<file path="src/hdl/epc_pkg.sv">
// Shared widths, command codes and controller/datapath interface types.
package epc_pkg;

   localparam int OP_W       = 4;
   localparam int PORT_W     = 3;
   localparam int SP_W       = 16;
   localparam int TIME_W     = 32;
   localparam int PULSE_W    = 16;
   localparam int SCALE_W    = 23;
   localparam int MODE_W     = 2;
   localparam int STAT_W     = 2;
   localparam int CSR_IDX_W  = 3;
   localparam int CSR_DATA_W = 32;
   localparam int QUO_W      = 32;
   localparam int TICK_MAX   = 8;

   // command codes
   localparam logic [OP_W-1:0] OP_SET10       = 4'd0;
   localparam logic [OP_W-1:0] OP_SET12       = 4'd1;
   localparam logic [OP_W-1:0] OP_SET16       = 4'd2;
   localparam logic [OP_W-1:0] OP_ARM         = 4'd3;
   localparam logic [OP_W-1:0] OP_DISARM      = 4'd4;
   localparam logic [OP_W-1:0] OP_START       = 4'd5;
   localparam logic [OP_W-1:0] OP_STOP        = 4'd6;
   localparam logic [OP_W-1:0] OP_GET_STATE   = 4'd7;
   localparam logic [OP_W-1:0] OP_TICK        = 4'd8;
   localparam logic [OP_W-1:0] OP_ACK_NACK    = 4'd9;
   localparam logic [OP_W-1:0] OP_UNSUPPORTED = 4'd10;

   // port modes
   localparam logic [MODE_W-1:0] MODE_DISARMED = 2'd0;
   localparam logic [MODE_W-1:0] MODE_STOPPED  = 2'd1;
   localparam logic [MODE_W-1:0] MODE_RUNNING  = 2'd2;

   // result status
   localparam logic [STAT_W-1:0] ST_DONE   = 2'd0;
   localparam logic [STAT_W-1:0] ST_ACK    = 2'd1;
   localparam logic [STAT_W-1:0] ST_REJECT = 2'd2;

   // register indexes
   localparam logic [CSR_IDX_W-1:0] REG_PULSE_ARM      = 3'd0;
   localparam logic [CSR_IDX_W-1:0] REG_PULSE_START    = 3'd1;
   localparam logic [CSR_IDX_W-1:0] REG_PULSE_MIN      = 3'd2;
   localparam logic [CSR_IDX_W-1:0] REG_PULSE_MAX      = 3'd3;
   localparam logic [CSR_IDX_W-1:0] REG_SETPOINT_SCALE = 3'd4;
   localparam logic [CSR_IDX_W-1:0] REG_TIMEOUT_US     = 3'd5;

   typedef struct packed {
      logic load_req;
      logic load_prod;
      logic div_start;
      logic write_port;
      logic tick_load;
      logic tick_check;
      logic tick_next;
      logic emit_port;
      logic emit_tick;
   } epc_cmd_type;

   typedef struct packed {
      logic [OP_W-1:0] op;
      logic            port_ok;
      logic            div_done;
      logic            tick_last;
   } epc_stat_type;

endpackage

</file>
<file path="src/hdl/epc_divider.sv">
// Restoring unsigned divider, one quotient bit per cycle.
module epc_divider
   import epc_pkg::*;
(
   input  logic               clock,
   input  logic               reset,
   input  logic               start,
   input  logic [QUO_W-1:0]   dividend,
   input  logic [SCALE_W-1:0] divisor,
   output logic               done,
   output logic [QUO_W-1:0]   quotient
);

   localparam int CNT_W = $clog2(QUO_W);

   logic               busy_ff, busy_in;
   logic               done_ff, done_in;
   logic [CNT_W-1:0]   cnt_ff, cnt_in;
   logic [SCALE_W-1:0] rem_ff, rem_in;
   logic [QUO_W-1:0]   quo_ff, quo_in;
   logic [SCALE_W-1:0] dvs_ff, dvs_in;
   logic [SCALE_W:0]   shifted;
   logic [SCALE_W:0]   diff;
   logic               fits;

   assign shifted = {rem_ff, quo_ff[QUO_W-1]};
   assign diff    = shifted - {1'b0, dvs_ff};
   assign fits    = shifted >= {1'b0, dvs_ff};

   always_comb begin
      busy_in = busy_ff;
      done_in = 1'b0;
      cnt_in  = cnt_ff;
      rem_in  = rem_ff;
      quo_in  = quo_ff;
      dvs_in  = dvs_ff;
      if (start) begin
         busy_in = 1'b1;
         cnt_in  = CNT_W'(QUO_W - 1);
         rem_in  = '0;
         quo_in  = dividend;
         dvs_in  = divisor;
      end else if (busy_ff) begin
         rem_in = fits ? diff[SCALE_W-1:0] : shifted[SCALE_W-1:0];
         quo_in = {quo_ff[QUO_W-2:0], fits};
         cnt_in = cnt_ff - 1'b1;
         if (cnt_ff == '0) begin
            busy_in = 1'b0;
            done_in = 1'b1;
         end
      end
   end

   always_ff @(posedge clock) begin
      if (reset) begin
         busy_ff <= 1'b0;
         done_ff <= 1'b0;
      end else begin
         busy_ff <= busy_in;
         done_ff <= done_in;
      end
      cnt_ff <= cnt_in;
      rem_ff <= rem_in;
      quo_ff <= quo_in;
      dvs_ff <= dvs_in;
   end

   assign done     = done_ff;
   assign quotient = quo_ff;

   a_no_restart : assert property (@(posedge clock) disable iff (reset)
      start |-> !busy_ff)
      else $error("divider restarted while busy");

endmodule

</file>
<file path="src/hdl/epc_datapath.sv">
// Port state stores, setpoint scaling, tick walk and result register.
module epc_datapath
   import epc_pkg::*;
#(
   parameter int PORTS = 8
) (
   input  logic                  clock,
   input  logic                  reset,
   input  epc_cmd_type           cmd,
   output epc_stat_type          stat,
   input  logic [OP_W-1:0]       req_operation,
   input  logic [PORT_W-1:0]     req_port,
   input  logic [SP_W-1:0]       req_setpoint,
   input  logic [TIME_W-1:0]     req_now_us,
   output logic [PORT_W-1:0]     rsp_out_port,
   output logic [PULSE_W-1:0]    rsp_pulse_compare,
   output logic [MODE_W-1:0]     rsp_port_mode,
   output logic [STAT_W-1:0]     rsp_status,
   output logic                  rsp_reply_valid,
   output logic                  rsp_last,
   input  logic                  csr_we,
   input  logic [CSR_IDX_W-1:0]  csr_index,
   input  logic [CSR_DATA_W-1:0] csr_wdata
);

   localparam int IDX_W  = (PORTS > 1) ? $clog2(PORTS) : 1;
   localparam int TICK_N = (PORTS < TICK_MAX) ? PORTS : TICK_MAX;
   localparam int CNT_W  = (TICK_N > 1) ? $clog2(TICK_N) : 1;
   localparam int PROD_W = 2 * (PULSE_W + 1);
   localparam int X_W    = QUO_W + 2;

   // configuration
   logic [PULSE_W-1:0] arm_ff, start_ff, min_ff, max_ff;
   logic [SCALE_W-1:0] scale_ff;
   logic [TIME_W-1:0]  timeout_ff;

   always_ff @(posedge clock) begin
      if (reset) begin
         arm_ff     <= '0;
         start_ff   <= '0;
         min_ff     <= '0;
         max_ff     <= '1;
         scale_ff   <= SCALE_W'(65536);
         timeout_ff <= '0;
      end else if (csr_we) begin
         unique case (csr_index)
            REG_PULSE_ARM:      arm_ff     <= csr_wdata[PULSE_W-1:0];
            REG_PULSE_START:    start_ff   <= csr_wdata[PULSE_W-1:0];
            REG_PULSE_MIN:      min_ff     <= csr_wdata[PULSE_W-1:0];
            REG_PULSE_MAX:      max_ff     <= csr_wdata[PULSE_W-1:0];
            REG_SETPOINT_SCALE: scale_ff   <= csr_wdata[SCALE_W-1:0];
            REG_TIMEOUT_US:     timeout_ff <= csr_wdata[TIME_W-1:0];
            default: ;
         endcase
      end
   end

   // latched request word
   logic [OP_W-1:0]   op_ff;
   logic [PORT_W-1:0] port_ff;
   logic [SP_W-1:0]   sp_ff;
   logic [TIME_W-1:0] now_ff;

   always_ff @(posedge clock) begin
      if (cmd.load_req) begin
         op_ff   <= req_operation;
         port_ff <= req_port;
         sp_ff   <= req_setpoint;
         now_ff  <= req_now_us;
      end
   end

   logic             port_ok;
   logic [IDX_W-1:0] sel_idx;
   logic [IDX_W-1:0] rd_idx;
   logic             is_tick;

   assign port_ok = 32'(port_ff) < 32'(PORTS);
   assign sel_idx = port_ok ? IDX_W'(port_ff) : '0;
   assign is_tick = op_ff == OP_TICK;

   // tick walk
   logic [IDX_W-1:0] walk_ff, walk_in, cursor_ff, cursor_in;
   logic [CNT_W-1:0] tcnt_ff, tcnt_in;
   logic [IDX_W-1:0] walk_next;
   logic             tick_last;

   assign walk_next = (walk_ff == IDX_W'(PORTS - 1)) ? '0 : walk_ff + 1'b1;
   assign tick_last = tcnt_ff == CNT_W'(TICK_N - 1);
   assign rd_idx    = is_tick ? walk_ff : sel_idx;

   always_comb begin
      walk_in   = walk_ff;
      tcnt_in   = tcnt_ff;
      cursor_in = cursor_ff;
      if (cmd.tick_load) begin
         walk_in = cursor_ff;
         tcnt_in = '0;
      end else if (cmd.tick_next) begin
         walk_in = walk_next;
         tcnt_in = tcnt_ff + 1'b1;
         if (tick_last) begin
            cursor_in = walk_next;
         end
      end
   end

   always_ff @(posedge clock) begin
      if (reset) begin
         walk_ff   <= '0;
         tcnt_ff   <= '0;
         cursor_ff <= '0;
      end else begin
         walk_ff   <= walk_in;
         tcnt_ff   <= tcnt_in;
         cursor_ff <= cursor_in;
      end
   end

   // per-port stores
   logic [MODE_W-1:0]  mode_store_ff [PORTS];
   logic [PULSE_W-1:0] compare_store_ff [PORTS];
   logic [TIME_W-1:0]  time_store_ff [PORTS];
   logic [MODE_W-1:0]  mode_rd;
   logic [PULSE_W-1:0] cmp_rd;
   logic [TIME_W-1:0]  time_rd;

   assign mode_rd = mode_store_ff[rd_idx];
   assign cmp_rd  = compare_store_ff[rd_idx];
   assign time_rd = time_store_ff[rd_idx];

   // setpoint product, magnitude kept for the divider
   logic [SP_W-1:0]           sp_aligned;
   logic signed [PULSE_W:0]   span;
   logic signed [PROD_W-1:0]  prod;
   logic [PROD_W-1:0]         prod_abs;
   logic [QUO_W-1:0]          prod_mag_ff;
   logic                      prod_neg_ff;

   always_comb begin
      unique case (op_ff)
         OP_SET10: sp_aligned = {sp_ff[9:0], 6'b0};
         OP_SET12: sp_aligned = {sp_ff[11:0], 4'b0};
         default:  sp_aligned = sp_ff;
      endcase
   end

   assign span     = $signed({1'b0, max_ff}) - $signed({1'b0, min_ff});
   // both operands widen to the full product width before the multiply
   assign prod     = $signed({1'b0, sp_aligned}) * span;
   assign prod_abs = prod[PROD_W-1] ? PROD_W'(-prod) : PROD_W'(prod);

   always_ff @(posedge clock) begin
      if (cmd.load_prod) begin
         prod_mag_ff <= prod_abs[QUO_W-1:0];
         prod_neg_ff <= prod[PROD_W-1];
      end
   end

   logic [SCALE_W-1:0] divisor;
   logic               div_done;
   logic [QUO_W-1:0]   quotient;

   assign divisor = (scale_ff == '0) ? SCALE_W'(1) : scale_ff;

   epc_divider u_divider (
      .clock    (clock),
      .reset    (reset),
      .start    (cmd.div_start),
      .dividend (prod_mag_ff),
      .divisor  (divisor),
      .done     (div_done),
      .quotient (quotient)
   );

   // offset by start, clamp low first, then high
   logic signed [X_W-1:0] q_ext, q_signed, x_val, start_s, max_s;
   logic [PULSE_W-1:0]    clamped;

   assign q_ext    = $signed({2'b0, quotient});
   assign q_signed = prod_neg_ff ? -q_ext : q_ext;
   assign start_s  = $signed({{(X_W - PULSE_W){1'b0}}, start_ff});
   assign max_s    = $signed({{(X_W - PULSE_W){1'b0}}, max_ff});
   assign x_val    = q_signed + start_s;

   always_comb begin
      priority if (x_val < start_s) begin
         clamped = start_ff;
      end else if (x_val > max_s) begin
         clamped = max_ff;
      end else begin
         clamped = x_val[PULSE_W-1:0];
      end
   end

   // store write port
   logic               cm_we, time_we, expired;
   logic [MODE_W-1:0]  wr_mode_in;
   logic [PULSE_W-1:0] wr_cmp_in;

   assign expired = (now_ff - time_rd) > timeout_ff;

   always_comb begin
      cm_we      = 1'b0;
      time_we    = 1'b0;
      wr_mode_in = mode_rd;
      wr_cmp_in  = cmp_rd;
      if (cmd.tick_check) begin
         if (mode_rd != MODE_DISARMED && expired) begin
            cm_we      = 1'b1;
            wr_mode_in = MODE_DISARMED;
            wr_cmp_in  = '0;
         end
      end else if (cmd.write_port) begin
         cm_we = 1'b1;
         unique case (op_ff)
            OP_SET10, OP_SET12, OP_SET16: begin
               time_we   = 1'b1;
               wr_cmp_in = (mode_rd != MODE_DISARMED) ? clamped : '0;
            end
            OP_ARM, OP_STOP: begin
               wr_mode_in = MODE_STOPPED;
               wr_cmp_in  = arm_ff;
            end
            OP_START: begin
               wr_mode_in = MODE_RUNNING;
               wr_cmp_in  = start_ff;
            end
            OP_DISARM: begin
               wr_mode_in = MODE_DISARMED;
               wr_cmp_in  = '0;
            end
            default: cm_we = 1'b0;
         endcase
      end
   end

   always_ff @(posedge clock) begin
      if (reset) begin
         for (int i = 0; i < PORTS; i++) begin
            mode_store_ff[i]    <= MODE_DISARMED;
            compare_store_ff[i] <= '0;
            time_store_ff[i]    <= '0;
         end
      end else begin
         if (cm_we) begin
            mode_store_ff[rd_idx]    <= wr_mode_in;
            compare_store_ff[rd_idx] <= wr_cmp_in;
         end
         if (time_we) begin
            time_store_ff[rd_idx] <= now_ff;
         end
      end
   end

   // result register
   logic [PORT_W-1:0]  rport_ff;
   logic [PULSE_W-1:0] rcmp_ff;
   logic [MODE_W-1:0]  rmode_ff;
   logic [STAT_W-1:0]  rstat_ff, port_status;
   logic               rreply_ff, rlast_ff;

   always_comb begin
      priority if (op_ff == OP_ACK_NACK) begin
         port_status = ST_DONE;
      end else if (op_ff >= OP_UNSUPPORTED || !port_ok) begin
         port_status = ST_REJECT;
      end else if (op_ff == OP_ARM || op_ff == OP_DISARM || op_ff == OP_START ||
                   op_ff == OP_STOP) begin
         port_status = ST_ACK;
      end else begin
         port_status = ST_DONE;
      end
   end

   always_ff @(posedge clock) begin
      if (cmd.emit_tick) begin
         rport_ff  <= PORT_W'(walk_ff);
         rcmp_ff   <= cmp_rd;
         rmode_ff  <= mode_rd;
         rstat_ff  <= ST_DONE;
         rreply_ff <= 1'b0;
         rlast_ff  <= tick_last;
      end else if (cmd.emit_port) begin
         rport_ff  <= port_ff;
         rcmp_ff   <= port_ok ? cmp_rd : '0;
         rmode_ff  <= port_ok ? mode_rd : MODE_DISARMED;
         rstat_ff  <= port_status;
         rreply_ff <= port_ok && op_ff == OP_GET_STATE;
         rlast_ff  <= 1'b1;
      end
   end

   assign rsp_out_port      = rport_ff;
   assign rsp_pulse_compare = rcmp_ff;
   assign rsp_port_mode     = rmode_ff;
   assign rsp_status        = rstat_ff;
   assign rsp_reply_valid   = rreply_ff;
   assign rsp_last          = rlast_ff;

   assign stat.op        = op_ff;
   assign stat.port_ok   = port_ok;
   assign stat.div_done  = div_done;
   assign stat.tick_last = tick_last;

   a_disarmed_zero : assert property (@(posedge clock) disable iff (reset)
      mode_rd == MODE_DISARMED |-> cmp_rd == '0)
      else $error("disarmed port drives a nonzero compare");

   a_walk_range : assert property (@(posedge clock) disable iff (reset)
      walk_ff <= IDX_W'(PORTS - 1) && cursor_ff <= IDX_W'(PORTS - 1))
      else $error("tick walk index out of range");

endmodule

</file>
<file path="src/hdl/epc_controller.sv">
// Command sequencer: decode, scaling sequence, tick walk and result handshake.
module epc_controller
   import epc_pkg::*;
(
   input  logic         clock,
   input  logic         reset,
   input  logic         req_valid,
   output logic         req_ready,
   output logic         rsp_valid,
   input  logic         rsp_ready,
   input  epc_stat_type stat,
   output epc_cmd_type  cmd
);

   typedef enum logic [2:0] {
      IDLE,
      DECODE,
      DIV_GO,
      DIV_WAIT,
      EMIT,
      TICK_CHECK,
      TICK_EMIT
   } state_type;

   state_type state_ff, state_in;
   logic      rsp_valid_ff, rsp_valid_in;
   logic      out_free;

   assign out_free  = !rsp_valid_ff || rsp_ready;
   assign req_ready = state_ff == IDLE;
   assign rsp_valid = rsp_valid_ff;

   always_comb begin
      state_in     = state_ff;
      rsp_valid_in = rsp_ready ? 1'b0 : rsp_valid_ff;
      cmd          = '0;
      unique case (state_ff)
         IDLE: begin
            if (req_valid) begin
               cmd.load_req = 1'b1;
               state_in     = DECODE;
            end
         end
         DECODE: begin
            priority if (stat.op == OP_TICK) begin
               cmd.tick_load = 1'b1;
               state_in      = TICK_CHECK;
            end else if (stat.op == OP_ACK_NACK || stat.op >= OP_UNSUPPORTED ||
                         !stat.port_ok) begin
               state_in = EMIT;
            end else if (stat.op == OP_SET10 || stat.op == OP_SET12 ||
                         stat.op == OP_SET16) begin
               cmd.load_prod = 1'b1;
               state_in      = DIV_GO;
            end else if (stat.op == OP_GET_STATE) begin
               state_in = EMIT;
            end else begin
               cmd.write_port = 1'b1;
               state_in       = EMIT;
            end
         end
         DIV_GO: begin
            cmd.div_start = 1'b1;
            state_in      = DIV_WAIT;
         end
         DIV_WAIT: begin
            if (stat.div_done) begin
               cmd.write_port = 1'b1;
               state_in       = EMIT;
            end
         end
         EMIT: begin
            if (out_free) begin
               cmd.emit_port = 1'b1;
               rsp_valid_in  = 1'b1;
               state_in      = IDLE;
            end
         end
         TICK_CHECK: begin
            cmd.tick_check = 1'b1;
            state_in       = TICK_EMIT;
         end
         TICK_EMIT: begin
            // hold until the result register frees up
            if (out_free) begin
               cmd.emit_tick = 1'b1;
               cmd.tick_next = 1'b1;
               rsp_valid_in  = 1'b1;
               state_in      = stat.tick_last ? IDLE : TICK_CHECK;
            end
         end
         default: state_in = IDLE;
      endcase
   end

   always_ff @(posedge clock) begin
      if (reset) begin
         state_ff     <= IDLE;
         rsp_valid_ff <= 1'b0;
      end else begin
         state_ff     <= state_in;
         rsp_valid_ff <= rsp_valid_in;
      end
   end

   a_emit_free : assert property (@(posedge clock) disable iff (reset)
      (cmd.emit_port || cmd.emit_tick) |-> out_free)
      else $error("result word overwritten before it was taken");

   a_div_wait : assert property (@(posedge clock) disable iff (reset)
      stat.div_done |-> state_ff == DIV_WAIT)
      else $error("divider finished outside the wait state");

endmodule

</file>
<file path="src/hdl/esc_pwm_command_controller.sv">
// Speed-controller command block: top level joining sequencer and datapath.
//
// Commands enter on the req_ channel (valid/ready) one word at a time; each
// produces one result word on the rsp_ channel, except a tick, which produces
// one word per port walked (up to eight), the final one flagged by rsp_last.
// req_ready is high only while no command is in progress; a finished result
// may still wait in the output register while the next command is taken.
// With the receiver ready, arm, disarm, start, stop, get_state, ack_nack,
// rejected and unsupported commands go from decode straight to the result
// register. Setpoints first pass the one-bit-per-cycle 32-bit divider that
// scales the span product. A tick checks and then loads one word per port.
// The next command is taken in the cycle after the last word is loaded.
// When the receiver stalls, the sequencer holds on the full output register;
// no word is lost or repeated. Registers are written through csr_we,
// csr_index and csr_wdata; the user must write them only while the block is
// idle, which the block itself does not enforce. Synchronous reset disarms
// all ports, zeroes compares, times and the tick cursor, and restores the
// register defaults at once; there is no clear pass.
module esc_pwm_command_controller
   import epc_pkg::*;
#(
   parameter int PORTS = 8
) (
   input  logic                  clock,
   input  logic                  reset,
   input  logic                  req_valid,
   output logic                  req_ready,
   input  logic [OP_W-1:0]       req_operation,
   input  logic [PORT_W-1:0]     req_port,
   input  logic [SP_W-1:0]       req_setpoint,
   input  logic [TIME_W-1:0]     req_now_us,
   output logic                  rsp_valid,
   input  logic                  rsp_ready,
   output logic [PORT_W-1:0]     rsp_out_port,
   output logic [PULSE_W-1:0]    rsp_pulse_compare,
   output logic [MODE_W-1:0]     rsp_port_mode,
   output logic [STAT_W-1:0]     rsp_status,
   output logic                  rsp_reply_valid,
   output logic                  rsp_last,
   input  logic                  csr_we,
   input  logic [CSR_IDX_W-1:0]  csr_index,
   input  logic [CSR_DATA_W-1:0] csr_wdata
);

   epc_cmd_type  cmd;
   epc_stat_type stat;

   epc_controller u_controller (
      .clock     (clock),
      .reset     (reset),
      .req_valid (req_valid),
      .req_ready (req_ready),
      .rsp_valid (rsp_valid),
      .rsp_ready (rsp_ready),
      .stat      (stat),
      .cmd       (cmd)
   );

   epc_datapath #(
      .PORTS (PORTS)
   ) u_datapath (
      .clock             (clock),
      .reset             (reset),
      .cmd               (cmd),
      .stat              (stat),
      .req_operation     (req_operation),
      .req_port          (req_port),
      .req_setpoint      (req_setpoint),
      .req_now_us        (req_now_us),
      .rsp_out_port      (rsp_out_port),
      .rsp_pulse_compare (rsp_pulse_compare),
      .rsp_port_mode     (rsp_port_mode),
      .rsp_status        (rsp_status),
      .rsp_reply_valid   (rsp_reply_valid),
      .rsp_last          (rsp_last),
      .csr_we            (csr_we),
      .csr_index         (csr_index),
      .csr_wdata         (csr_wdata)
   );

endmodule
</file>
<file path="config.mk">
export PLATFORM = sky130hd
export DESIGN_NAME = esc_pwm_command_controller
export DESIGN_NICKNAME = d
export VERILOG_FILES = /design/src/hdl/epc_pkg.sv /design/src/hdl/epc_divider.sv /design/src/hdl/epc_datapath.sv /design/src/hdl/epc_controller.sv /design/src/hdl/esc_pwm_command_controller.sv
export SDC_FILE = /design/constraint.sdc
export NUM_CORES = 2
export LEC_CHECK = 0
export BUFFER_PORTS_ARGS = -buffer_cell sky130_fd_sc_hd__buf_2
export CAP_MARGIN = 20
export CORE_MARGIN = 5
export CORE_UTILIZATION = 40
export DETAILED_ROUTE_END_ITERATION = 6
export PLACE_DENSITY = 0.61
export SLEW_MARGIN = 5
export SYNTH_ARGS = -nofsm -noshare
export SYNTH_HDL_FRONTEND = slang
export SYNTH_SLANG_ARGS = --single-unit
export TNS_END_PERCENT = 50
</file>
<file path="constraint.sdc">
create_clock -name clock -period 26.1 [get_ports clock]
set_input_delay 3.915 -clock clock [delete_from_list [all_inputs] [get_ports clock]]
set_output_delay 3.915 -clock clock [all_outputs]
set_load 0.005 [all_outputs]
</file>
### Word-level counts from Yosys, hierarchy flattened

Memories as Yosys holds them, arrays and structs flattened.
Index checks and enable logic that the tools add are counted.

* flip-flop bits (word level): 330
* memories: 3
* input port bits: 95
* memory bits (writable): 400

* bitwise operators: 2
* add/subtract/negate cells: 9
* equality and inequality tests: 26
* $mul: 1
* reductions and logical operators: 35
* order comparisons: 5
* mux-type cells: 91

Memories
* u_datapath.time_store_ff: depth 8, width 32, rd ports 1, clocked after Yosys merged registers in 0, write ports 8, line epc_datapath.sv:123 `logic [TIME_W-1:0] time_store_ff [PORTS];`
* u_datapath.compare_store_ff: depth 8, width 16, rd ports 1, clocked after Yosys merged registers in 0, write ports 8, line epc_datapath.sv:122 `logic [PULSE_W-1:0] compare_store_ff [PORTS];`
* u_datapath.mode_store_ff: depth 8, width 2, rd ports 1, clocked after Yosys merged registers in 0, write ports 8, line epc_datapath.sv:121 `logic [MODE_W-1:0] mode_store_ff [PORTS];`

Operators with widths (count)
* $mux 16: 9
* $mux 32: 4
* $pmux 16 s4: 1
* $mux 3: 17
* $mux 1: 46
* $add 34x17->34: 1
* $gt 34x17->1: 1
* $lt 34x17->1: 1
* $mul 17x17->34: 1
* $mux 34: 1
* $neg 32->34: 1
* $gt 32x32->1: 1
* $neg 32->32: 1
* $pmux 16 s2: 1
* $reduce_or 32->1: 1
* $sub 32x32->32: 1
* $ge 24x23->1: 1
* $logic_not 23->1: 1
* $mux 23: 1
* $sub 23x23->23: 1
* $eq 3x3->1 const B: 7
* $pmux 3 s7: 1
* $sub 16x16->17: 1
* $eq 4x3->1 const B: 4
* 28 further kinds: 64

### Longest topological paths before layout

* depth in word-level cells: 14
* mapped depth: 43
* mapped depth without buffers: 41

### By module

A second synthesis with hierarchy kept.

* cell total of the unflattened synthesis: 4836
* area total of the unflattened synthesis: 48383.9 µm²

Modules (own cells, without submodules)
* epc_datapath: area an instance 43087.6 µm², sequential area each 17937.2 µm², cells each 4316, instances 1
* epc_divider: area an instance 4885.9 µm², sequential area each 2252.2 µm², cells each 468, instances 1
* epc_controller: area an instance 410.4 µm², sequential area each 80.1 µm², cells each 52, instances 1

### Least setup slack after synthesis

No wires, ideal clock.

* kind: flip-flop to flip-flop
* start point: reg u_datapath.max_ff[0]
* end point: reg u_datapath.prod_mag_ff[6], data pin
* period minus slack after synthesis: 9.280 ns
* path slack: 16.820 ns
* cell stages (with the launch flop): 39
* data arrival time: 9.014 ns
* data required time: 25.834 ns
* buffers on the path: 1
* cells stage by stage: dfxtp_1 inv_1 ha_1 fa_1 nor2b_1 o21ai_0 a21boi_0 o41ai_1 o2111a_1 nor3_1 a221o_1 nand3_1 nand2_1 clkinv_1 nand2_1 fa_1 fa_1 inv_1 [... 3 more ...] inv_1 fa_1 inv_1 ha_1 o21a_1 o21ai_0 nand2b_1 a31oi_1 o31a_1 o211ai_1 nor3_1 o21bai_1 a21oi_1 xnor2_1 inv_2 clkbuf_1 o41ai_1 xnor2_1

* elaborated cells between the ends (all ways): 4
* those cells by class: add/sub (2); mul (1); mux (1)

RTL lines
* start: declaration: line epc_datapath.sv:33 `logic [PULSE_W-1:0] arm_ff, start_ff, min_ff, max_ff;`
* start signal: assignment: line epc_datapath.sv:50 `REG_PULSE_MAX: max_ff <= csr_wdata[PULSE_W-1:0];`
* $sub 16x16->17: line epc_datapath.sv:148 `assign span = $signed({1'b0, max_ff}) - $signed({1'b0, min_ff});`
* $mul 17x17->34: line epc_datapath.sv:150 `assign prod = $signed({1'b0, sp_aligned}) * span;`
* via u_datapath.prod[33]: line epc_datapath.sv:135 `logic signed [PROD_W-1:0] prod;`
* $mux 32: line epc_datapath.sv:151 `assign prod_abs = prod[PROD_W-1] ? PROD_W'(-prod) : PROD_W'(prod);`
* via u_datapath.prod_abs[6]: line epc_datapath.sv:136 `logic [PROD_W-1:0] prod_abs;`
* end signal: assignment: line epc_datapath.sv:155 `prod_mag_ff <= prod_abs[QUO_W-1:0];`
* end: declaration: line epc_datapath.sv:137 `logic [QUO_W-1:0] prod_mag_ff;`

The timed path passes the listed nets, and every way through them passes these cells.
A chain may end at the register's enable or synchronous reset.

==> summary.txt <==
Floorplan
  • Std-Cell Rows: ~130
  • # IOs: ~120
  • Die Area: 125000 sq um
  • Core Region: ~120000 sq um
  • Die height: 354 microns
  • Initial core utilization: 0.402
  • Chip Width: approximately 350 microns

Yosys
  • Sequential area share after synthesis: 0.428
  • Cells after synthesis: between 4000 and 5000
  • Synth Area in Simple Gates: 0.171
  • Synth Cell Area: 47300 sq um
  • Avg Synthesized Cell Area: ~10 sq um
  • Post-synthesis register bit count: 730
  • Ys async rst share: 0
  • Mux share of post-synthesis cell area: 0.0117
  • Post-synth EDFFs: 565
  • Mapped Nets: around 5300
  • XOR/XNOR Fraction of Synth Area: 0.0311
  • Ys Warns: 0
  • Largest family of logic cells by synthesized area: simple AND/OR/NAND/NOR gates
  • Post-synthesis cell type count: ~100
  • Top FF cell, synth: edfxtp_1
  • Adder-Cell Fraction of Synth Area: 0.165
  • Synth Area in Compound Gates: 0.138

Run
  • Max-capacitance violation count: 0

STA
  • Worst Tran Pin Value: 1.23 ns
  • Final Max Slew Viols: 0
  • Final min period: about 11 ns
  • Clock Skews: 0.0331 ns
  • Fmax: roughly 89 MHz
  • Period utilisation layout: 0.428
  • # setup viols final: 0
  • RSZ-0062 raised after global routing: false
  • Final hold viol count: 0
  • Worst setup margin: between 10 and 15 ns
  • Rel. slew slack: 0.175
  • Setup_tns: 0 ns

Global routing
  • Largest net degree at the start of global routing: 88
  • Initial antenna violation count: 3
  • Gr ovfl total: 0
  • First-pass GRT wire length: 217000 microns
  • Total track usage: 0.224
  • Vias in the first global route: around 35000

Layout
  • Most common library cell in the layout ignoring fill and taps: nand2_1
  • Commonest non-fill, non-tap cells in the layout: nand2_1 (656), edfxtp_1 (565), inv_1 (428)
  • Layout area overhead: 10.6%
  • Final Net Count: between 5000 and 6000
  • Antenna Diode Count: 0
  • Multi-input logic area: between 20000 and 25000 sq um
  • Share of post-route cells with drive strength above 1: 0.0915
  • Register area: 20300 sq um
  • Filler cells: around 11000

Place
  • Port Buffers: around 120
  • Dpl ws: approximately 15 ns
  • Placer Congestion: 0.948
  • Post-DP HPWL: ~100000 microns

Setup path
  • Worst setup SP type: flip-flop
  • Critical Path RT: ~26 ns
  • Slowest CP cell: a31oi_2
  • CP Buf/Inv Count: 1
  • Crit end category: flip-flop
  • CP Max Fanout: 29
  • Class of the most critical setup path: flip-flop to flip-flop
  • Worst path top cell family by delay: simple AND/OR/NAND/NOR gates
  • Worst path max stage delay: 0.88 ns
  • Critical path data arrival time: roughly 11 ns

Clocking
  • # resized after CTS: 0
  • Num CTS Buffers: 82
  • CTS tree: built
  • Post-CTS Setup Inserts: 0
  • Skew-Pair Late Insertion Delay: around 0.66 ns
  • H-tree depth: 3
  • Hold_buf cts: 0
  • Root buf cell: clkbuf_16
  • Sink Count: 730
  • Reg clk slew, reported paths: 0.06 ns
  • Clock Path Buffers: 3

Route
  • Drt wl/cell: about 23 microns
  • Antenna viol nets, final: 0
  • Final wirelength: around 140000 microns
  • Via count: about 36000
  • Vias per cell: approximately 5.7
  • Detailed-route DRC error count: 0
  • Pre-antenna DRT Iters: 5
  • Initial DRC Count: about 3900

Worst hold path
  • Hold WC Path Type: flip-flop to flip-flop

Outcome
  • Status: complete, no violations
-- metrics by stage --
step	hold slack (ns)	cell area (sq um)	util	std cells
global placement	0.443	49400	0.419	6189
CTS	0.455	52300	0.444	6344
global route	0.475	52300	0.444	6347
detailed placement	0.446	49400	0.420	6192
finish	0.454	52300	0.444	6347
floorplan	0.426	47300	-	4711
-- area by class of cell --
type / instances / share of cell area
well taps: 1536 / 0.0367
clock inverters: 47 / 0.0133
clock buffers: 105 / 0.0416
multi-input cells: 3313 / 0.469
repair buffers: 184 / 0.0214
flip-flops and latches: 730 / 0.387
inverters: 432 / 0.0310
-- kinds of logic (layout without fill, tap and decap cells) --
logic type / count (synthesis) / after routing
AO/OA/AOI/OAI: 955 / 955
XOR/XNOR: 167 / 167
adder cells (fa/ha/maj): 495 / 495
buffers and inverters: 668 / 768
flip-flops: 730 / 730
multiplexers: 49 / 49
AND/OR/NAND/NOR: 1647 / 1647
-- final timing paths --
kind                                                                          to                                from  cells after the start  slack, ns
worst max-delay path            u_datapath.compare_store_ff[5][15]$_SDFFCE_PN0P_       u_datapath.op_ff[2]$_DFFE_PP_                     31      14.92
worst min-delay path                          u_datapath.min_ff[11]$_SDFFE_PP0P_  u_datapath.min_ff[11]$_SDFFE_PP0P_                      2       0.45
worst max register to register  u_datapath.compare_store_ff[5][15]$_SDFFCE_PN0P_       u_datapath.op_ff[2]$_DFFE_PP_                     31      14.92
worst min register to register                u_datapath.min_ff[11]$_SDFFE_PP0P_  u_datapath.min_ff[11]$_SDFFE_PP0P_                      2       0.45
-- sequential cells by signal, summed over array words and instances (netlist names), 3 cells and up --
register / flops
u_datapath.timeout_ff: 32
u_datapath.mode_store_ff: 16
u_datapath.arm_ff: 16
u_datapath.time_store_ff: 256
u_datapath.min_ff: 16
u_datapath.sp_ff: 16
u_datapath.cursor_ff: 3
u_datapath.scale_ff: 23
u_datapath.u_divider.rem_ff: 23
u_datapath.rsp_out_port: 3
u_datapath.rsp_pulse_compare: 16
u_datapath.prod_mag_ff: 32
u_datapath.u_divider.dvs_ff: 23
u_datapath.port_ff: 3
u_datapath.u_divider.cnt_ff: 5
u_controller.state_ff: 3
u_datapath.compare_store_ff: 128
u_datapath.start_ff: 16
u_datapath.op_ff: 4
u_datapath.tcnt_ff: 3
u_datapath.now_ff: 32
u_datapath.u_divider.quotient: 32
u_datapath.max_ff: 16
u_datapath.walk_ff: 3
-- per-layer routing --
layer,global-route usage,share of wire,vias up
met3,0.0478,0.089,327
li1,-,-,16600
met1,0.316,0.43,17700
met4,0.0786,0.040,2
met2,0.343,0.44,1519
met5,0,0.00013,-
-- synth_stat cells, types with 14 or more instances --
| master | instances | area share |
|---|---|---|
| a22oi_1 | 118 | 0.019 |
| ha_1 | 282 | 0.075 |
| a211oi_1 | 19 | 0.0030 |
| or3_1 | 18 | 0.0024 |
| and2_1 | 267 | 0.035 |
| a221oi_1 | 47 | 0.0087 |
| nand3_1 | 38 | 0.0040 |
| o31ai_1 | 15 | 0.0024 |
| and4_1 | 17 | 0.0031 |
| o21ai_0 | 123 | 0.013 |
| a21oi_1 | 236 | 0.025 |
| inv_1 | 429 | 0.034 |
| and3_1 | 58 | 0.0077 |
| nor3_1 | 70 | 0.0074 |
| nand2_1 | 656 | 0.052 |
| nor4_1 | 14 | 0.0019 |
| fa_1 | 213 | 0.090 |
| mux2i_1 | 36 | 0.0076 |
| clkbuf_1 | 199 | 0.016 |
| a21o_1 | 62 | 0.0098 |
| nor2b_1 | 29 | 0.0038 |
| xnor2_1 | 115 | 0.021 |
| nand3b_1 | 22 | 0.0035 |
| edfxtp_1 | 565 | 0.36 |
| a31oi_1 | 14 | 0.0019 |
| xor2_1 | 51 | 0.0094 |
| nand4_1 | 30 | 0.0040 |
| o21bai_1 | 14 | 0.0022 |
| o21a_1 | 23 | 0.0036 |
| nand2b_1 | 44 | 0.0058 |
| nor2_1 | 308 | 0.024 |
| o22ai_1 | 130 | 0.017 |
| dfxtp_1 | 165 | 0.070 |
| a22o_1 | 31 | 0.0057 |
| or2_2 | 22 | 0.0029 |
-- worst register-to-register path, delay by kind of cell (launching register included) --
| kind | cells | cell delay [ns] |
|---|---|---|
| xor+xnor | 1 | 0.09 |
| buf+inv | 1 | 0.52 |
| mux | 1 | 0.53 |
| flops | 1 | 0.56 |
| simple gates | 12 | 4.39 |
| compound gates | 14 | 4.15 |
| fa+ha+maj | 2 | 0.57 |
Power is not shown: default switching activity piles up to over one toggle a cycle in this logic, so the estimate is an artifact.
